File: config.mk
export PLATFORM = sky130hd
export DESIGN_NAME = imu_packet_checksum_decoder
export DESIGN_NICKNAME = d
export VERILOG_FILES = /design/src/rtl/core/ipcd_pkg.sv /design/src/rtl/core/ipcd_front.sv /design/src/rtl/core/ipcd_fifo.sv /design/src/rtl/core/ipcd_back.sv /design/src/rtl/core/imu_packet_checksum_decoder.sv
export SDC_FILE = /design/constraint.sdc
export NUM_CORES = 1
export LEC_CHECK = 0
export BUFFER_PORTS_ARGS = -buffer_cell sky130_fd_sc_hd__buf_2
export CAP_MARGIN = 20
export CORE_MARGIN = 10
export CORE_UTILIZATION = 61
export DETAILED_ROUTE_END_ITERATION = 8
export GPL_ROUTABILITY_DRIVEN = 0
export PLACE_DENSITY_LB_ADDON = 0.08
export SLEW_MARGIN = 0
export SYNTH_ARGS = -nofsm -noshare
export SYNTH_HDL_FRONTEND = slang
export SYNTH_SLANG_ARGS = --single-unit
File: constraint.sdc
create_clock -name clk -period 6.12 [get_ports clk]
set_input_delay 1.224 -clock clk [delete_from_list [all_inputs] [get_ports clk]]
set_output_delay 1.224 -clock clk [all_outputs]
set_load 0.005 [all_outputs]
File: src/rtl/core/ipcd_pkg.sv
// Shared types and constants for the sensor packet checksum decoder.
// No dependencies; every other file of the block imports this package.
package ipcd_pkg;

  // Frame lengths in bytes.
  localparam logic [4:0] HS_LEN   = 5'd7;
  localparam logic [4:0] VEC_LEN  = 5'd23;
  localparam logic [4:0] QUAT_LEN = 5'd31;

  // Command and reply bytes.
  localparam logic [7:0] CMD_VECTOR = 8'h03;
  localparam logic [7:0] CMD_QUAT   = 8'h0C;
  localparam logic [7:0] HS_KEEP    = 8'h29;

  // Data words per frame.
  localparam logic [3:0] NWORDS_VEC  = 4'd9;
  localparam logic [3:0] NWORDS_QUAT = 4'd13;

  // Register index of the mode register.
  localparam logic REG_QUAT_MODE = 1'b0;

  // Depth of the frame descriptor queue.
  localparam int QDEPTH = 2;

  typedef enum logic [1:0] {
    ST_SAMPLE  = 2'd0,
    ST_BAD_CMD = 2'd1,
    ST_BAD_SUM = 2'd2
  } status_t;

  typedef enum logic [1:0] {
    BK_IDLE,
    BK_READ,
    BK_LOAD,
    BK_EMIT
  } bk_state_t;

  // One finished frame, passed from the front end to the back end.
  typedef struct packed {
    status_t     status;
    logic        bank;
    logic        quat;
    logic [15:0] timer;
  } desc_t;

  // Word write into the back end's frame memory.
  typedef struct packed {
    logic        valid;
    logic [4:0]  addr;
    logic [15:0] data;
  } wr_t;

  // Bank release from the back end once a frame is fully emitted.
  typedef struct packed {
    logic valid;
    logic bank;
  } rel_t;

  // Scale factor of a data word by its group.
  function automatic logic [3:0] scale_factor(input logic quat, input logic [3:0] ch);
    logic [3:0] f;
    if (quat) begin
      if (ch < 4'd4)       f = 4'd4;
      else if (ch < 4'd7)  f = 4'd2;
      else if (ch < 4'd10) f = 4'd7;
      else                 f = 4'd10;
    end else begin
      if (ch < 4'd3)       f = 4'd2;
      else if (ch < 4'd6)  f = 4'd7;
      else                 f = 4'd10;
    end
    return f;
  endfunction

endpackage

File: src/rtl/core/ipcd_front.sv
// Front end: frames received bytes, writes data words to the frame memory,
// accumulates the checksum and classifies each finished frame. Uses ipcd_pkg.
module ipcd_front #(
  parameter int MAX_FRAME_BYTES = 31
) (
  input  logic          clk,
  input  logic          rst_n,
  input  logic          in_valid,
  input  logic [7:0]    in_rx_byte,
  output logic          in_stall,
  input  logic          quat,
  output ipcd_pkg::wr_t   wr,
  output logic          push_valid,
  output ipcd_pkg::desc_t push_desc,
  input  logic          fifo_full,
  input  ipcd_pkg::rel_t  rel
);
  import ipcd_pkg::*;

  logic [4:0]  count_r, count_nxt;
  logic        hs_r, hs_nxt;
  logic [1:0]  busy_r, busy_nxt;
  logic        wbank_r, wbank_nxt;
  logic [7:0]  cmd_r, cmd_nxt;
  logic [7:0]  hi_r, hi_nxt;
  logic [15:0] acc_r, acc_nxt;
  logic [15:0] prev_r, prev_nxt;

  logic        accept;
  logic        in_range;
  logic        is_end;
  logic [4:0]  len;
  logic [7:0]  byte_m;
  logic [15:0] word;
  logic [15:0] sum;
  logic [7:0]  exp_cmd;
  status_t     status;

  // The front end holds off only when the bank it fills is still owned
  // by the back end, or when no queue slot is left for a finished frame.
  assign in_stall = busy_r[wbank_r] | fifo_full;
  assign accept   = in_valid & ~in_stall;

  // Framing decode.
  always_comb begin
    len      = hs_r ? HS_LEN : (quat ? QUAT_LEN : VEC_LEN);
    in_range = (count_r < len);
    is_end   = ((count_r + 5'd1) == len);
    byte_m   = (count_r < 5'(MAX_FRAME_BYTES)) ? in_rx_byte : 8'h00;
    word     = {hi_r, byte_m};
    sum      = acc_r + {8'h00, cmd_r};
    exp_cmd  = quat ? CMD_QUAT : CMD_VECTOR;
    if (cmd_r != exp_cmd)  status = ST_BAD_CMD;
    else if (sum != word)  status = ST_BAD_SUM;
    else                   status = ST_SAMPLE;
  end

  // Word writes happen on the low byte of every pair.
  always_comb begin
    wr.valid = accept & in_range & ~count_r[0] & (count_r != 5'd0);
    wr.addr  = {wbank_r, 4'(count_r[4:1] - 4'd1)};
    wr.data  = word;
  end

  // Frame descriptor at the end of a data frame.
  always_comb begin
    push_valid       = accept & in_range & is_end & ~hs_r;
    push_desc.status = status;
    push_desc.bank   = wbank_r;
    push_desc.quat   = quat;
    push_desc.timer  = prev_r;
  end

  // Next-state logic for the framing counters and accumulators.
  always_comb begin
    count_nxt = count_r;
    hs_nxt    = hs_r;
    cmd_nxt   = cmd_r;
    hi_nxt    = hi_r;
    acc_nxt   = acc_r;
    prev_nxt  = prev_r;
    wbank_nxt = wbank_r;
    busy_nxt  = busy_r;
    if (rel.valid) begin
      busy_nxt[rel.bank] = 1'b0;
    end
    if (accept) begin
      if (!in_range) begin
        // Frame length shrank under the counter: drop the byte and resync.
        count_nxt = 5'd0;
      end else begin
        count_nxt = is_end ? 5'd0 : count_r + 5'd1;
        if (count_r == 5'd0) begin
          cmd_nxt = byte_m;
          acc_nxt = 16'h0000;
        end else if (count_r[0]) begin
          hi_nxt = byte_m;
        end else if (!is_end) begin
          // Every completed pair before the checksum joins the sum.
          acc_nxt  = acc_r + word;
          prev_nxt = word;
        end
        if (is_end && hs_r) begin
          hs_nxt = (cmd_r == HS_KEEP);
        end
        if (push_valid && status == ST_SAMPLE) begin
          busy_nxt[wbank_r] = 1'b1;
          wbank_nxt         = ~wbank_r;
        end
      end
    end
  end

  // Control state.
  always_ff @(posedge clk) begin
    if (!rst_n) begin
      count_r <= 5'd0;
      hs_r    <= 1'b1;
      busy_r  <= 2'b00;
      wbank_r <= 1'b0;
    end else begin
      count_r <= count_nxt;
      hs_r    <= hs_nxt;
      busy_r  <= busy_nxt;
      wbank_r <= wbank_nxt;
    end
  end

  // Payload registers.
  always_ff @(posedge clk) begin
    cmd_r  <= cmd_nxt;
    hi_r   <= hi_nxt;
    acc_r  <= acc_nxt;
    prev_r <= prev_nxt;
  end

endmodule

File: src/rtl/core/ipcd_fifo.sv
// Short queue of frame descriptors between the front end and the back end.
// Uses ipcd_pkg for the descriptor type and the queue depth.
module ipcd_fifo (
  input  logic            clk,
  input  logic            rst_n,
  input  logic            push,
  input  ipcd_pkg::desc_t push_desc,
  input  logic            pop,
  output ipcd_pkg::desc_t head,
  output logic            head_valid,
  output logic            full
);
  import ipcd_pkg::*;

  localparam int PW = $clog2(QDEPTH);

  desc_t            slot_r [QDEPTH];
  logic [PW-1:0]    wp_r, wp_nxt;
  logic [PW-1:0]    rp_r, rp_nxt;
  logic [PW:0]      cnt_r, cnt_nxt;

  assign head       = slot_r[rp_r];
  assign head_valid = (cnt_r != '0);
  assign full       = (cnt_r == (PW+1)'(QDEPTH));

  // Pointer and occupancy update.
  always_comb begin
    wp_nxt  = wp_r;
    rp_nxt  = rp_r;
    cnt_nxt = cnt_r;
    if (push) begin
      wp_nxt = (wp_r == PW'(QDEPTH - 1)) ? '0 : wp_r + PW'(1);
    end
    if (pop) begin
      rp_nxt = (rp_r == PW'(QDEPTH - 1)) ? '0 : rp_r + PW'(1);
    end
    if (push && !pop)      cnt_nxt = cnt_r + (PW+1)'(1);
    else if (pop && !push) cnt_nxt = cnt_r - (PW+1)'(1);
  end

  always_ff @(posedge clk) begin
    if (!rst_n) begin
      wp_r  <= '0;
      rp_r  <= '0;
      cnt_r <= '0;
    end else begin
      wp_r  <= wp_nxt;
      rp_r  <= rp_nxt;
      cnt_r <= cnt_nxt;
    end
  end

  // Descriptor storage.
  always_ff @(posedge clk) begin
    if (push) begin
      slot_r[wp_r] <= push_desc;
    end
  end

endmodule

File: src/rtl/core/ipcd_back.sv
// Back end: owns the two-bank word memory, takes frame descriptors from the
// queue and emits sample or status transactions. Uses ipcd_pkg.
module ipcd_back (
  input  logic                  clk,
  input  logic                  rst_n,
  input  ipcd_pkg::wr_t         wr,
  input  ipcd_pkg::desc_t       head,
  input  logic                  head_valid,
  output logic                  pop,
  output ipcd_pkg::rel_t        rel,
  output logic                  out_valid,
  input  logic                  out_stall,
  output logic [1:0]            out_status,
  output logic [3:0]            out_channel,
  output logic signed [19:0]    out_scaled_value,
  output logic signed [15:0]    out_raw_word,
  output logic [15:0]           out_timer_ticks,
  output logic                  out_last
);
  import ipcd_pkg::*;

  bk_state_t state_r, state_nxt;

  logic [15:0]        mem [32];
  logic [15:0]        rdata_r;
  logic [4:0]         raddr;

  logic [3:0]         ch_r, ch_nxt;
  logic               bank_r;
  logic               quat_r;
  logic [3:0]         nwords_m1;
  logic signed [20:0] prod;

  logic [1:0]         status_r;
  logic [3:0]         chan_r;
  logic signed [19:0] scaled_r;
  logic signed [15:0] raw_r;
  logic [15:0]        timer_r;
  logic               last_r;

  assign nwords_m1 = quat_r ? (NWORDS_QUAT - 4'd1) : (NWORDS_VEC - 4'd1);
  assign raddr     = {bank_r, ch_r};
  assign prod      = $signed(rdata_r) * $signed({1'b0, scale_factor(quat_r, ch_r)});

  // Word memory: one write port from the front end, one registered read.
  always_ff @(posedge clk) begin
    if (wr.valid) begin
      mem[wr.addr] <= wr.data;
    end
    rdata_r <= mem[raddr];
  end

  // Next state.
  always_comb begin
    state_nxt = state_r;
    ch_nxt    = ch_r;
    unique case (state_r)
      BK_IDLE: begin
        if (head_valid) begin
          ch_nxt    = 4'd0;
          state_nxt = (head.status == ST_SAMPLE) ? BK_READ : BK_EMIT;
        end
      end
      BK_READ: state_nxt = BK_LOAD;
      BK_LOAD: state_nxt = BK_EMIT;
      BK_EMIT: begin
        if (!out_stall) begin
          if (last_r) begin
            state_nxt = BK_IDLE;
          end else begin
            ch_nxt    = ch_r + 4'd1;
            state_nxt = BK_READ;
          end
        end
      end
      default: state_nxt = BK_IDLE;
    endcase
  end

  // Outputs of the sequencer.
  always_comb begin
    pop       = 1'b0;
    rel.valid = 1'b0;
    rel.bank  = bank_r;
    out_valid = 1'b0;
    unique case (state_r)
      BK_IDLE: pop = head_valid;
      BK_READ, BK_LOAD: ;
      BK_EMIT: begin
        out_valid = 1'b1;
        rel.valid = ~out_stall & last_r & (status_r == ST_SAMPLE);
      end
      default: ;
    endcase
  end

  always_ff @(posedge clk) begin
    if (!rst_n) begin
      state_r <= BK_IDLE;
    end else begin
      state_r <= state_nxt;
    end
  end

  // Frame context and output register.
  always_ff @(posedge clk) begin
    ch_r <= ch_nxt;
    if (state_r == BK_IDLE && head_valid) begin
      bank_r   <= head.bank;
      quat_r   <= head.quat;
      timer_r  <= head.timer;
      status_r <= head.status;
      chan_r   <= 4'd0;
      scaled_r <= 20'sd0;
      raw_r    <= 16'sd0;
      last_r   <= 1'b1;
    end else if (state_r == BK_LOAD) begin
      chan_r   <= ch_r;
      scaled_r <= 20'(prod);
      raw_r    <= $signed(rdata_r);
      last_r   <= (ch_r == nwords_m1);
    end
  end

  assign out_status       = status_r;
  assign out_channel      = chan_r;
  assign out_scaled_value = scaled_r;
  assign out_raw_word     = raw_r;
  assign out_timer_ticks  = timer_r;
  assign out_last         = last_r;

endmodule

File: src/rtl/core/imu_packet_checksum_decoder.sv
// Top level of the sensor packet checksum decoder: mode register, front end,
// descriptor queue and back end. Depends on ipcd_pkg, ipcd_front, ipcd_fifo, ipcd_back.
//
//   Port group  Direction  Handshake             Payload
//   in_         input      in_valid / in_stall   in_rx_byte
//   out_        output     out_valid / out_stall status, channel, scaled value,
//                                                raw word, timer ticks, last
//   config      APB write  psel/penable/pwrite   quaternion_mode at 0x0
//
// A byte is taken every cycle; the front end stalls only while the word bank
// it would fill still holds a frame that has not been fully emitted, or the
// two-entry descriptor queue is full. The back end takes a descriptor in its
// idle state, then steps through its read, load and emit states for each sample
// transaction (memory read, scaling, output), or goes straight to emit for the
// single status transaction; out_stall holds the output register in emit.
// Reset restores 7-byte reply framing and quaternion mode; no clearing pass.
module imu_packet_checksum_decoder #(
  parameter int MAX_FRAME_BYTES = 31
) (
  input  logic               clk,
  input  logic               rst_n,
  input  logic               in_valid,
  output logic               in_stall,
  input  logic [7:0]         in_rx_byte,
  output logic               out_valid,
  input  logic               out_stall,
  output logic [1:0]         out_status,
  output logic [3:0]         out_channel,
  output logic signed [19:0] out_scaled_value,
  output logic signed [15:0] out_raw_word,
  output logic [15:0]        out_timer_ticks,
  output logic               out_last,
  input  logic               psel,
  input  logic               penable,
  input  logic               pwrite,
  input  logic [2:0]         paddr,
  input  logic [31:0]        pwdata,
  output logic [31:0]        prdata,
  output logic               pready
);
  import ipcd_pkg::*;

  logic  quat_r, quat_nxt;
  logic  cfg_wr;
  wr_t   wr;
  logic  push_valid;
  desc_t push_desc;
  logic  fifo_full;
  rel_t  rel;
  desc_t head;
  logic  head_valid;
  logic  pop;

  // Configuration register.
  assign pready   = 1'b1;
  assign cfg_wr   = psel & penable & pwrite & pready;
  assign quat_nxt = (cfg_wr && paddr[2] == REG_QUAT_MODE) ? pwdata[0] : quat_r;
  assign prdata   = (paddr[2] == REG_QUAT_MODE) ? {31'h0, quat_r} : 32'h0;

  always_ff @(posedge clk) begin
    if (!rst_n) begin
      quat_r <= 1'b1;
    end else begin
      quat_r <= quat_nxt;
    end
  end

  ipcd_front #(
    .MAX_FRAME_BYTES (MAX_FRAME_BYTES)
  ) u_front (
    .clk        (clk),
    .rst_n      (rst_n),
    .in_valid   (in_valid),
    .in_rx_byte (in_rx_byte),
    .in_stall   (in_stall),
    .quat       (quat_r),
    .wr         (wr),
    .push_valid (push_valid),
    .push_desc  (push_desc),
    .fifo_full  (fifo_full),
    .rel        (rel)
  );

  ipcd_fifo u_fifo (
    .clk        (clk),
    .rst_n      (rst_n),
    .push       (push_valid),
    .push_desc  (push_desc),
    .pop        (pop),
    .head       (head),
    .head_valid (head_valid),
    .full       (fifo_full)
  );

  ipcd_back u_back (
    .clk              (clk),
    .rst_n            (rst_n),
    .wr               (wr),
    .head             (head),
    .head_valid       (head_valid),
    .pop              (pop),
    .rel              (rel),
    .out_valid        (out_valid),
    .out_stall        (out_stall),
    .out_status       (out_status),
    .out_channel      (out_channel),
    .out_scaled_value (out_scaled_value),
    .out_raw_word     (out_raw_word),
    .out_timer_ticks  (out_timer_ticks),
    .out_last         (out_last)
  );

endmodule

## After elaboration in Yosys (flattened, before gate mapping)

Memories as Yosys holds them, arrays and structs flattened. A register that Yosys moved wholly into a read port is not among the register bits.
Cells that the tools add are included.

| storage, ports and cells | value |
|---|---|
| register bits after elaboration | 129 |
| bits in latches | 0 |
| RAM bits | 552 |
| memory bits (read-only) | 0 |
| output and inout bits | 94 |
| word-level logic and storage cells | 158 |
| memories | 2 |

Memories:

| memory | depth | bits a word | read ports | clocked after memory_dff | wr ports | line | source |
|---|---|---|---|---|---|---|---|
| u_back.mem | 32 | 16 | 1 | 1 | 1 | ipcd_back.sv:24 | `logic [15:0] mem [32];` |
| u_fifo.slot_r | 2 | 20 | 1 | 1 | 1 | ipcd_fifo.sv:17 | `desc_t slot_r [QDEPTH];` |

| cells by class | value |
|---|---|
| $add $sub $neg | 9 |
| multiply operators | 1 |
| div/mod/pow operators | 0 |
| $lt $le $gt $ge | 11 |
| equal/unequal tests | 14 |
| shift operators | 0 |
| muxes and demuxes | 50 |
| bitwise gates (word level) | 22 |
| reduce and logical (&&, ||, !) cells | 27 |

Operators by type and width:

| operator | count |
|---|---|
| $mux W4 | 11 |
| $mux W16 | 2 |
| $mux W2 | 11 |
| $mul A16 B5 Y20 | 1 |
| $mux W1 | 17 |
| $add A16 B16 Y16 | 1 |
| $add A16 B8 Y16 | 1 |
| $ne A16 B16 Y1 | 1 |
| $mux W5 | 3 |
| $lt A4 B3 Y1 const B | 3 |
| $reduce_and A4 Y1 | 3 |
| $and A1 B1 Y1 | 10 |
| $reduce_and A3 Y1 | 3 |
| $eq A8 B6 Y1 const B | 1 |
| $logic_and A1 B1 Y1 | 8 |
| $logic_not A2 Y1 | 4 |
| $mux W8 | 1 |
| $ne A2 B2 Y1 const B | 4 |
| $ne A8 B8 Y1 | 1 |
| $not A1 Y1 | 8 |
| $pmux W2 S4 | 1 |
| $pmux W4 S2 | 1 |
| $eq A2 B2 Y1 const B | 3 |
| $reduce_bool A2 Y1 | 3 |
| other kinds (27) | 32 |

## Depth between registers and ports, before layout

Gate-level depths: netlist (run 1).

| logic depth | value |
|---|---|
| word-level depth | 12 |
| mapped depth | 21 |
| depth with buffers taken out | 20 |

## By module

From an unflattened synthesis (run 1), not the netlist that was laid out.

| second synthesis, totals | value |
|---|---|
| cell total of the unflattened synthesis | 1,987 |
| area, all modules | 30,959.7 sq um |

Modules (own cells, without submodules):

| module | instances | cells an instance | area an instance (sq um) | seq. area each (sq um) |
|---|---|---|---|---|
| ipcd_back | 1 | 1,465 | 25,006.5 | 17,276.6 |
| ipcd_front | 1 | 398 | 3,975.1 | 1,621.6 |
| ipcd_fifo | 1 | 84 | 1,657.8 | 1,301.2 |
| imu_packet_checksum_decoder | 1 | 40 | 320.3 | 20.0 |

## Least setup slack after synthesis (run 1)

Ideal clock, no wire load.

| timing | value |
|---|---|
| path kind | register to register |
| start point | reg u_back.ch_r[2] |
| end point | reg u_back.scaled_r[19], in the netlist u_back.out_scaled_value[19] |
| setup time | 0.134 ns |
| data arrival time | 4.621 ns |
| data required time | 5.986 ns |
| slack | 1.365 ns |
| stages on the path, launching flop included | 21 |
| path buffers | 2 |
| path through | edfxtp_1 buf_1 nor2_1 a21oi_1 o32ai_1 nor2_1 clkbuf_1 nor2b_1 ha_1 fa_1 inv_1 fa_1 inv_1 ha_1 a21o_1 a21oi_1 o31ai_1 o41ai_1 o21ai_0 xnor2_1 a21oi_1 |

| on the way | value |
|---|---|
| cells in the longest elaborated chain, start to end | 6 |

Ends and longest elaborated chain:

| item | line | source |
|---|---|---|
| from (decl) | ipcd_back.sv:28 | `logic [3:0] ch_r, ch_nxt;` |
| from (signal assigned) | ipcd_back.sv:107 | `ch_r <= ch_nxt;` |
| $lt A4 B4 Y1 | ipcd_pkg.sv:65 | `else if (ch < 4'd10) f = 4'd7;` |
| $mux W4 | ipcd_pkg.sv:65 |  |
| $mux W4 | ipcd_pkg.sv:64 | `else if (ch < 4'd7) f = 4'd2;` |
| $mux W4 | ipcd_pkg.sv:63 | `if (ch < 4'd4) f = 4'd4;` |
| $mux W4 * | ipcd_pkg.sv:62 | `if (quat) begin` |
| $mul A16 B5 Y20 * | ipcd_back.sv:43 | `assign prod = $signed(rdata_r) * $signed({1'b0, scale_factor(quat_r, ch_r)});` |
| to (signal assigned) | ipcd_back.sv:119 | `scaled_r <= 20'(prod);` |
| to (decl) | ipcd_back.sv:36 | `logic signed [19:0] scaled_r;` |

Mark *: on every way between the ends. The rest lies on a longest branch, timed or not.
A chain may end at the register's enable or synchronous reset.

## Worst setup path after layout (run 1)

| timing | value |
|---|---|
| start point | reg u_back.ch_r[3] |
| end point | reg u_back.scaled_r[19], in the netlist u_back.out_scaled_value[19] |

Same word-level chain as after synthesis.

==> results of run 1 <==
-- registers in the layout, summed over array words and instances (netlist names), 2 cells and up, named ones only --
register,flops
u_back.mem,512
u_fifo.slot_r,40
u_back.out_scaled_value,20
u_back.out_raw_word,16
u_back.out_timer_ticks,16
u_back.rdata_r,16
u_front.acc_r,16
u_front.prev_r,16
u_front.cmd_r,8
u_front.hi_r,8
u_front.count_r,5
u_back.ch_r,4
u_back.out_channel,4
u_back.out_status,2
u_back.state_r,2
u_fifo.cnt_r,2
u_front.busy_r,2
-- synth_stat cells (3+ instances only) --
cell	instances	share of area, %
edfxtp_1	624	62
mux4_2	160	12
nor2_1	120	1.5
inv_1	98	1.2
dfxtp_1	74	4.9
ha_1	71	2.9
nand2_1	58	0.72
clkbuf_1	47	0.58
mux2i_1	41	1.4
mux2_2	37	1.4
nor2b_1	36	0.74
a21oi_1	34	0.56
fa_1	34	2.2
xnor2_1	34	0.98
buf_4	32	0.79
and2_1	28	0.58
o21ai_0	27	0.45
xor2_1	27	0.78
nor3_1	24	0.40
nand3_1	16	0.26
buf_2	14	0.23
nand2b_1	11	0.23
nand4_1	9	0.19
nor3b_1	7	0.17
o211ai_1	7	0.17
o21ai_1	7	0.12
a211oi_1	6	0.15
a21o_1	6	0.15
buf_1	6	0.074
nand3b_1	5	0.12
nor4_1	5	0.10
o2111ai_1	5	0.14
or3_1	5	0.10
and3_1	4	0.082
nand4b_1	4	0.12
o21bai_1	4	0.099
o31ai_1	4	0.099
or2_2	4	0.082
a31o_2	3	0.087
nor4b_1	3	0.087
o22ai_1	3	0.062
-- placed cells by master, fill, tap and decap left out, types with 36 or more instances in the layout --
cell type,Yosys,routed
buf_4,32,60
dfxtp_1,74,74
mux2i_1,41,41
nor2b_1,36,36
ha_1,71,70
edfxtp_1,624,624
buf_2,14,78
mux4_2,160,160
mux2_2,37,37
inv_1,98,97
nand2_1,58,58
nor2_1,120,117
clkbuf_16,0,73
-- metrics by stage --
| step | util, % | power, mW |
|---|---|---|
| 3_5_place_dp | 64.8 | 13.4 |
| 5_1_grt | 69.6 | 18.8 |
| 4_1_cts | 69.6 | 17.8 |
| 6_report | 69.6 | 17.7 |
| 3_3_place_gp | 64.8 | 13.2 |
| 2_1_floorplan | - | 11.6 |
-- worst register-to-register path, delay by kind of cell (launching register included) --
family                     cells  cell delay (ns)
AOI/OAI and AO/OA              7             1.63
adders and majority gates      4             1.44
buffers and inverters          4             0.74
and+or+nand+nor                4             0.49
DFF                            1             0.48
xor gates and xnor gates       1             0.18
-- power by group through the flow --
stage	Sequential (mW)	Clock, mW	Combinational, mW
2_1_floorplan	5.96	0	5.63
3_3_place_gp	6.10	0	7.15
3_5_place_dp	6.12	0	7.29
4_1_cts	6.02	4.43	7.34
5_1_grt	6.07	4.61	8.14
6_report	6.02	4.36	7.27
-- layout make-up --
type	count	area (um2)	area share, %
clock inverter	32	373	1.09
clock buffer	95	1970	5.77
inverter	99	372	1.09
multi-input combinational	924	9460	27.7
sequential	698	20200	59.2
timing repair buffer	143	912	2.67
tap	664	831	2.43
antenna	1	2.50	0.00733
-- worst max-delay path by stage --
stage                         from                           to  slack (ns)  cells after the start
floorplan           u_back.ch_r[2]  u_back.out_scaled_value[19]        1.37                     20
global placement    u_back.ch_r[3]  u_back.out_scaled_value[19]        1.13                     20
detailed placement  u_back.ch_r[3]  u_back.out_scaled_value[19]        0.99                     20
CTS                 u_back.ch_r[3]  u_back.out_scaled_value[19]        0.94                     20
global route        u_back.ch_r[3]  u_back.out_scaled_value[19]        0.55                     20
finish              u_back.ch_r[3]  u_back.out_scaled_value[19]        1.01                     20
-- cells by family (layout without fill, tap and decap cells) --
group | count (synthesis) | after routing | synth area share, %
compound gates | 134 | 134 | 2.96
fa+ha+maj | 105 | 105 | 5.17
buf+inv | 198 | 369 | 2.90
other cells | 2 | 33 | 0.0247
simple gates | 353 | 353 | 5.94
mux | 238 | 238 | 14.6
flops | 698 | 698 | 66.6
xor+xnor | 62 | 62 | 1.81
-- layer usage --
metal | GRT usage [%] | vias up
met2 | 37.8 | 567
met5 | 0 | -
met3 | 3.99 | 106
li1 | - | 7125
met1 | 30.5 | 8290
met4 | 6.30 | 2
==> metrics.md, run 1 <==
| Metric | Value |
|---|---|
| Initial DRC Count | `1348` |
| R2r startpoint | `u_back.ch_r[3]` |
| Final Net Count | `2090` |
| Post-Place Cells | `2527` |
| Async SR Flop Fraction | `0%` |
| Rows | `81` |
| Placed instance area | `31800 um2` |
| Hold Slack | `0.439 ns` |
| Max-cap violation count | `0` |
| Achievable Freq | `196 MHz` |
| Max FO, Critical Path | `19` |
| DR DRC count | `0` |
| Setup TNS | `0 ns` |
| Num ports | `144` |
| Synthesized flop and latch total | `698` |
| Die Ht | `243 um` |
| Critical Path RT | `6.57 ns` |
| Pwr/cell area | `517 nW/um2` |
| Synth Flop Type | `edfxtp_1` |
| Final Max Tran Viols | `0` |
| Cell leakage power | `11.9 nW` |
| DR WL met2 | `32700 um` |
| Die ar. | `59100 um2` |
| Clk root buf | `clkbuf_16` |
| Uppermost layer routed | `met5` |
| Clock-pin slew on the worst setup and hold paths | `0.06 ns` |
| Initial Util | `61.9%` |
| CP most frequent cell | `o21ai_0` |
| RSZ-0062 raised after global routing | `false` |
| Netlist cell types | `78` |
| WP data arrival | `5.55 ns` |
| Clock Skew | `0.0228 ns` |
| R2r setup slk | `1.01 ns` |
| Switching share of total power | `34.3%` |
| Wire length per cell | `24.8 um` |
| Min Tclk post-route | `5.11 ns` |
| Worst-margin pin slew | `1.11 ns` |
| Area growth, synth to finish | `12.4%` |
| Pre-antenna DRT Iters | `5` |
| Synth warn | `0` |
| Post-synthesis cell area | `30400 um2` |
| Seq pwr share | `34.1%` |
| CP startpoint kind | `register` |
| Min-delay src | `u_front.prev_r[6]` |
| Sink Count | `698` |
| Avg Inst Size Synth | `17.0 um2` |
| Setup WS pre-CTS | `0.989 ns` |
| First-pass GRT wire length | `101000 um` |
| Crit Path Category | `register to register` |
| Post-synthesis sequential area ratio | `66.6%` |
| Non-Filler Instances | `2656` |
| Worst path cell trace | `buf_4 -> a21oi_1 -> o32ai_2 -> nor2_1 -> buf_4 -> nor2b_1 -> ha_1 -> inv_1 -> fa_1 -> fa_1 -> inv_1 -> ha_1 -> o21ai_0 -> o21ai_0 -> nand4_1 -> nand3_1 -> o41ai_1 -> o21ai_0 -> xnor2_1 -> a21oi_1` |
| Global Route Usage Sum | `22.7%` |
| CTS tree | `yes` |
| Hold Path Depth | `0` |
| Bufs on Longest Clock Path | `3` |
| Hold EP | `u_fifo.slot_r[1][6]` |
| FF-to-FF End | `u_back.out_scaled_value[19]` |
| Initial antenna violation count | `2` |
| Internal power | `11.6 mW` |
| # fillers | `3247` |
| Final Cycle Share | `83.5%` |
| Die width | `243 um` |
| Htree depth | `3` |
| Detailed Route WL | `65900 um` |
| CP Capture Type | `register` |
| CTS buffer count | `69` |
| Final Hold Fails | `0` |
| Via count | `16.1k` |
| Vias per cell | `6.06` |
| Core area | `49100 um2` |
| Largest net degree at the start of global routing | `130` |
| Final WS setup | `1.01 ns` |
| Rel. slew slack | `25.9%` |
| Post-route ant nets | `0` |
| Logic pwr share | `41.2%` |
| CP max stage cell | `edfxtp_1` |
| Resized cells post-CTS | `0` |
| Final setup viols | `0` |
| Delay-heaviest family, CP | `compound AO/OA/AOI/OAI gates` |
| Post-CTS setup buffer count | `0` |
| Number of port buffers | `78` |
| IR drop worst, VDD | `0.000387 V` |
| Min-delay worst type | `register to register` |
| Gr ovfl total | `0` |
| Clock power frac | `24.7%` |
| Clk_lat worst skew | `0.62 ns` |
| Layout cells sized above 1 | `24.1%` |
| Metal3 WL | `4280 um` |
| Worst R2R Path Depth | `20` |
| Met1 wire length | `27500 um` |
| NetSw | `6.05 mW` |
| Outcome | `finished clean` |
| Vias in the first global route | `16.5k` |
| CP bufs+invs | `4` |
| Max stage delay on crit path | `0.48 ns` |
| Post-route cell area | `34100 um2` |
| Hpwl dp | `39400 um` |
| Post-synth EDFFs | `624` |
| CTS Hold Bufs | `0` |
| Post-Syn Instances | `1790` |
No activity file was read; power rests on OpenSTA's default activity.
==> run 2: changes to the inputs <==
CORE_UTILIZATION = 56   (was 61)
clock period = 4.3 ns   (was 6.12 ns; I/O delays follow)
==> metrics.md, run 2 (synthesized netlist as in run 1, its figures left out) <==
| Metric | Value |
|---|---|
| Outcome | `finished with violations` |
| Failing checks | `setup timing` |
| Rows | `85 (+4.9%)` |
| Largest reg by FF count | `u_back.mem` |
| Initial antenna violation count | `3 (+1)` |
| Worst-margin pin slew | `1.12 ns (+0.0106 ns)` |
| Via count | `16.3k (+1.4%)` |
| Die ar. | `63900 um2 (+8.2%)` |
| Min-delay worst type | `register to register` |
| Final Cycle Share | `101% (+18 points)` |
| Wire length per cell | `24.8 um (about the same)` |
| CP startpoint kind | `register` |
| Ant diodes | `0 (-1)` |
| Critical path startpoint | `u_back.ch_r[2]` |
| Seq pwr share | `30.1% (-4.0 points)` |
| Die width | `253 um (+4.0%)` |
| Non-Filler Instances | `2753 (+3.7%)` |
| Rel. slew slack | `25.2% (-0.71 points)` |
| Worst R2R Path Depth | `20 (unchanged)` |
| Final WS setup | `-0.0630 ns (-1.07 ns)` |
| Switching share of total power | `34.9% (+0.67 points)` |
| Hold Slack | `0.445 ns (+0.00555 ns)` |
| Max FO, Critical Path | `7 (-12)` |
| CP bufs+invs | `5 (+1)` |
| First-pass GRT wire length | `104000 um (+2.4%)` |
| CP max stage cell | `edfxtp_1` |
| Cell leakage power | `12.2 nW (+3.0%)` |
| Final Max Tran Viols | `0 (unchanged)` |
| Final setup viols | `3 (+3)` |
| Critical Path RT | `4.78 ns (-1.79 ns)` |
| Max stage delay on crit path | `0.49 ns (about the same)` |
| CP Capture Type | `register` |
| NetSw | `9.88 mW (+63%)` |
| Vias in the first global route | `16.7k (+1.3%)` |
| Clock Skew | `0.0203 ns (-0.00247 ns)` |
| Area growth, synth to finish | `15.5%` |
| Setup WS pre-CTS | `-0.154 ns (-1.14 ns)` |
| Delay-heaviest family, CP | `adder cells` |
| Layout cells sized above 1 | `29.7% (+5.6 points)` |
| Final Net Count | `2155 (+3.1%)` |
| Bufs on Longest Clock Path | `3 (unchanged)` |
| Post-Place Cells | `2613 (+3.4%)` |
| Htree depth | `3 (unchanged)` |
| IR drop worst, VDD | `0.000759 V (+96%)` |
| Vias per cell | `5.93 (-2.1%)` |
| Commonest cells after routing, fill and taps aside | `624 x edfxtp_1, 160 x mux4_2, 118 x buf_4` |
| Initial DRC Count | `1226 (-9.1%)` |
| Achievable Freq | `229 MHz (+17%)` |
| # fillers | `3744 (+15%)` |
| Detailed Route WL | `68300 um (+3.6%)` |
| Clock power frac | `21.3% (-3.4 points)` |
| CTS buffer count | `72 (+4.3%)` |
| Num ports | `144 (unchanged)` |
| DR DRC count | `0 (unchanged)` |
| CP Depth | `20 (unchanged)` |
| Min Tclk post-route | `4.36 ns (-0.745 ns)` |
| Hpwl dp | `41500 um (+5.3%)` |
| CTS Hold Bufs | `0 (unchanged)` |
| Core area | `53700 um2 (+9.5%)` |
| Initial Util | `56.5% (-5.4 points)` |
| Worst path cell trace | `xor2_2 -> o32ai_4 -> nor2_2 -> buf_12 -> buf_12 -> nor2b_4 -> ha_4 -> fa_1 -> inv_1 -> fa_1 -> inv_2 -> ha_4 -> a21o_1 -> a21oi_4 -> o31ai_4 -> o41ai_4 -> buf_4 -> xnor2_2 -> mux2i_1 -> nor2_1` |
| R2r setup slk | `-0.06 ns (-1.07 ns)` |
| Pre-antenna DRT Iters | `5 (unchanged)` |
| Crit Path Category | `register to register` |
| Sink Count | `698 (unchanged)` |
| CTS tree | `yes` |
| Max-cap violation count | `0 (unchanged)` |
| Clk root buf | `clkbuf_16` |
| R2r startpoint | `u_back.ch_r[2]` |
| Setup TNS | `-0.145 ns (-0.145 ns)` |
| Tot Pwr | `28.3 mW (+60%)` |
| Logic pwr share | `48.6% (+7.4 points)` |
| Commonest non-fill, non-tap cell in the layout | `edfxtp_1` |
| Global Route Usage Sum | `21.7% (-1.0 points)` |
| Number of port buffers | `78 (unchanged)` |
| Max FFs per register | `512 (unchanged)` |
| Clock-pin slew on the worst setup and hold paths | `0.06 ns (about the same)` |
| Gr ovfl total | `0 (unchanged)` |
| Die Ht | `253 um (+4.0%)` |
| Post-route ant nets | `0 (unchanged)` |
| WP data arrival | `4.84 ns (-0.71 ns)` |
| Crit path to | `u_back.out_scaled_value[17]` |
| Pwr/cell area | `807 nW/um2 (+56%)` |
| Largest net degree at the start of global routing | `66 (-49%)` |
| Clk_lat worst skew | `0.61 ns (about the same)` |
| FF-to-FF End | `u_back.out_scaled_value[17]` |
| Final Hold Fails | `0 (unchanged)` |
| Internal power | `18.4 mW (+59%)` |
| RSZ-0062 raised after global routing | `true` |
run 2: worst min-delay path by stage:
stage,startpoint,end,slack [ns],cells past startpoint
2_1_floorplan,u_front.prev_r[0],u_fifo.slot_r[0][0],0.42,0
3_3_place_gp,u_front.prev_r[12],u_fifo.slot_r[0][12],0.42,0
3_5_place_dp,u_front.prev_r[2],u_fifo.slot_r[0][2],0.43,0
4_1_cts,pwdata[0],quat_r,0.44,3
5_1_grt,u_front.prev_r[2],u_fifo.slot_r[1][2],0.45,0
6_report,u_front.prev_r[2],u_fifo.slot_r[1][2],0.44,0
run 2: layout make-up:
class | instances | area, um2 | area share [%]
sequential | 698 | 20200 | 57.7
clock buffer | 93 | 1960 | 5.60
inverter | 99 | 374 | 1.07
tap | 696 | 871 | 2.48
multi-input combinational | 924 | 9880 | 28.2
timing repair buffer | 205 | 1420 | 4.05
clock inverter | 38 | 330 | 0.942
run 2: per-stage QoR:
stage | area, um2 | util (%)
2_1_floorplan | 30500 | -
3_3_place_gp | 32300 | 60.1
3_5_place_dp | 32300 | 60.1
4_1_cts | 34800 | 64.7
5_1_grt | 35100 | 65.3
6_report | 35100 | 65.3
run 2: metal layers:
metal	track usage, %	routed length (um)
met1	30.7	29600
met2	35.1	33500
met3	3.66	4210
met4	4.97	968
met5	0	0
run 2: power by group through the flow:
stage          Sequential, mW  Clock, mW  Combinational [mW]
4_1_cts                  8.52       6.17                12.7
3_3_place_gp             8.64          0                11.5
2_1_floorplan            8.48          0                8.08
6_report                 8.52       6.03                13.7
3_5_place_dp             8.66          0                11.7
5_1_grt                  8.58       6.42                15.1
run 2: what timing repair did:
action	in CTS	in global routing
gates cloned	0	0
setup endpoints to repair	6	10
buffers inserted	4	5
pin swaps	29	26
gates resized for setup	29	58
==> run 3: changes to the inputs <==
CORE_UTILIZATION = 66   (was 56)
REMOVE_ABC_BUFFERS = 1   (was default)
clock period = 5.2 ns   (was 4.3 ns; I/O delays follow)
==> metrics.md, run 3 (synthesized netlist as in run 1, its figures left out) <==
| Metric | Value |
|---|---|
| CP bufs+invs | `3 (-2)` |
| # fillers | `2641 (-29%)` |
| Met1 wire length | `25900 um (-13%)` |
| Num ports | `144 (unchanged)` |
| Min Tclk post-route | `4.78 ns (+0.417 ns)` |
| Max-cap violation count | `0 (unchanged)` |
| WP data arrival | `5.23 ns (+0.39 ns)` |
| Ant diodes | `0 (unchanged)` |
| CP max stage cell | `edfxtp_1` |
| Setup TNS | `0 ns (+0.145 ns)` |
| Clk root buf | `clkbuf_16` |
| Multi-input gate area | `9450 um2 (-4.4%)` |
| Initial Util | `66.9% (+10 points)` |
| NetSw | `7.09 mW (-28%)` |
| Max FFs per register | `512 (unchanged)` |
| Final setup viols | `0 (-3)` |
| Sink Count | `698 (unchanged)` |
| Commonest non-fill, non-tap cell in the layout | `edfxtp_1` |
| CP startpoint kind | `register` |
| Final Hold Fails | `0 (unchanged)` |
| Vias per cell | `6.28 (+5.9%)` |
| Die ar. | `55000 um2 (-14%)` |
| Number of port buffers | `78 (unchanged)` |
| Initial antenna violation count | `2 (-1)` |
| CP most frequent cell | `o21ai_0` |
| Final Net Count | `2094 (-2.8%)` |
| Die width | `234 um (-7.3%)` |
| Rel. slew slack | `22.4% (-2.8 points)` |
| Post-route cell area | `34000 um2 (-3.0%)` |
| Initial DRC Count | `1703 (+39%)` |
| First-pass GRT wire length | `102000 um (-2.0%)` |
| Util after Layout | `75.0% (+9.7 points)` |
| Clk_lat worst skew | `0.61 ns (about the same)` |
| Die Ht | `234 um (-7.3%)` |
| Via count | `16.3k (-0.15%)` |
| Vias in the first global route | `16.4k (-1.7%)` |
| Final Cycle Share | `91.9% (-9.5 points)` |
| Worst path cell trace | `nor3b_1 -> a21oi_1 -> o32ai_2 -> nor2_1 -> buf_4 -> nor2b_1 -> ha_1 -> inv_1 -> fa_1 -> fa_1 -> inv_1 -> ha_1 -> o21ai_0 -> o21ai_0 -> nand4_1 -> nand3_1 -> o41ai_2 -> o21ai_0 -> xnor2_1 -> a21oi_1` |
| Register area | `20200 um2 (unchanged)` |
| Uppermost layer routed | `met5` |
| Tot Pwr | `20.6 mW (-27%)` |
| Max FO, Critical Path | `16 (+9)` |
| Area growth, synth to finish | `12.1%` |
| Outcome | `finished clean` |
| IR drop worst, VDD | `0.000624 V (-18%)` |
| Crit Path Category | `register to register` |
| Layout cells sized above 1 | `23.9% (-5.8 points)` |
| Hpwl dp | `38600 um (-6.9%)` |
| Switching share of total power | `34.4% (-0.56 points)` |
| Delay-heaviest family, CP | `adder cells` |
| Rows | `78 (-8.2%)` |
| CTS Hold Bufs | `0 (unchanged)` |
| Min-delay worst type | `register to register` |
| Detailed Route WL | `66800 um (-2.2%)` |
| Worst-margin pin slew | `1.16 ns (+0.0418 ns)` |
| Max stage delay on crit path | `0.56 ns (+0.07 ns)` |
| Metal3 WL | `5520 um (+31%)` |
| Post-CTS setup buffer count | `0 (-4)` |
| Global Route Usage Sum | `25.2% (+3.5 points)` |
| Gr ovfl total | `0 (unchanged)` |
| DR WL met2 | `33400 um (-0.23%)` |
| Commonest cells after routing, fill and taps aside | `624 x edfxtp_1, 160 x mux4_2, 119 x nor2_1` |
| Achievable Freq | `209 MHz (-8.7%)` |
| CTS buffer count | `72 (unchanged)` |
| Final Max Tran Viols | `0 (unchanged)` |
| Bufs on Longest Clock Path | `3 (unchanged)` |
| Pre-antenna DRT Iters | `6 (+1)` |
| Htree depth | `3 (unchanged)` |
| Largest net degree at the start of global routing | `91 (+38%)` |
| Placed instance area | `31700 um2 (-1.8%)` |
| Seq pwr share | `34.2% (+4.1 points)` |
| CTS tree | `yes` |
| Post-route ant nets | `0 (unchanged)` |
| Core area | `45400 um2 (-16%)` |
| RSZ-0062 raised after global routing | `false` |
| Cell leakage power | `11.8 nW (-3.2%)` |
| Pwr/cell area | `606 nW/um2 (-25%)` |
| Clock-pin slew on the worst setup and hold paths | `0.06 ns (about the same)` |
| DR DRC count | `0 (unchanged)` |
| Clock Skew | `0.0210 ns (+0.000741 ns)` |
| CP Capture Type | `register` |
| Clock power frac | `24.4% (+3.1 points)` |
| Largest reg by FF count | `u_back.mem` |
| Logic pwr share | `41.5% (-7.1 points)` |
| Wire length per cell | `25.7 um (+3.7%)` |
| Critical Path RT | `5.64 ns (+0.86 ns)` |
| Internal power | `13.5 mW (-26%)` |
run 3: changes by cell type in the layout (fill, tap and decap cells not counted), moves of 6 or more:
cell,previous run,this run
buf_4,118,64
ha_1,56,70
ha_4,13,0
inv_1,85,97
inv_2,13,2
nor2_1,111,119
nor2_2,8,2
nor2b_1,30,36
run 3: what timing repair did:
item	CTS	global route
endpoints found under the hold margin	0	0
resized for setup	0	1
endpoints found under the setup margin	0	1
run 3: cell type report:
type | count | area share (%)
Timing Repair Buffer | 144 | 2.70
Sequential cell | 698 | 59.4
Tap cell | 600 | 2.21
Multi-Input combinational cell | 924 | 27.8
Clock inverter | 35 | 1.04
Clock buffer | 95 | 5.73
Inverter | 99 | 1.09
run 3: layer usage:
layer	GRT usage (%)	up-vias
met1	33.2	8346
met5	0	-
met2	41.2	688
met3	5.95	132
li1	-	7129
met4	8.19	2
run 3: power groups by stage:
stage | registers [mW] | logic [mW] | clock network, mW
floorplan | 7.49 | 6.38 | 0
global placement | 7.13 | 8.28 | 0
detailed placement | 7.16 | 8.46 | 0
CTS | 7.05 | 8.57 | 5.11
global route | 7.11 | 9.57 | 5.33
finish | 7.05 | 8.55 | 5.02
run 3: worst paths after layout:
| check | startpoint | to | slack [ns] | cells after the start |
|---|---|---|---|---|
| worst min-delay path | u_front.prev_r[1] | u_fifo.slot_r[0][1] | 0.44 | 0 |
| worst max-delay path | u_back.ch_r[3] | u_back.out_scaled_value[19] | 0.42 | 20 |
| worst min register to register | u_front.prev_r[1] | u_fifo.slot_r[0][1] | 0.44 | 0 |
| worst max register to register | u_back.ch_r[3] | u_back.out_scaled_value[19] | 0.42 | 20 |
run 3: through the flow:
| stage | hold slack (ns) | setup slack [ns] | std cells |
|---|---|---|---|
| 6_report | 0.444 | 0.419 | 2595 |
| 5_1_grt | 0.462 | 0.0810 | 2595 |
| 4_1_cts | 0.440 | 0.246 | 2594 |
| 3_5_place_dp | 0.430 | 0.303 | 2464 |
| 3_3_place_gp | 0.422 | 0.419 | 2464 |
| 2_1_floorplan | 0.421 | -5.18 | 1721 |
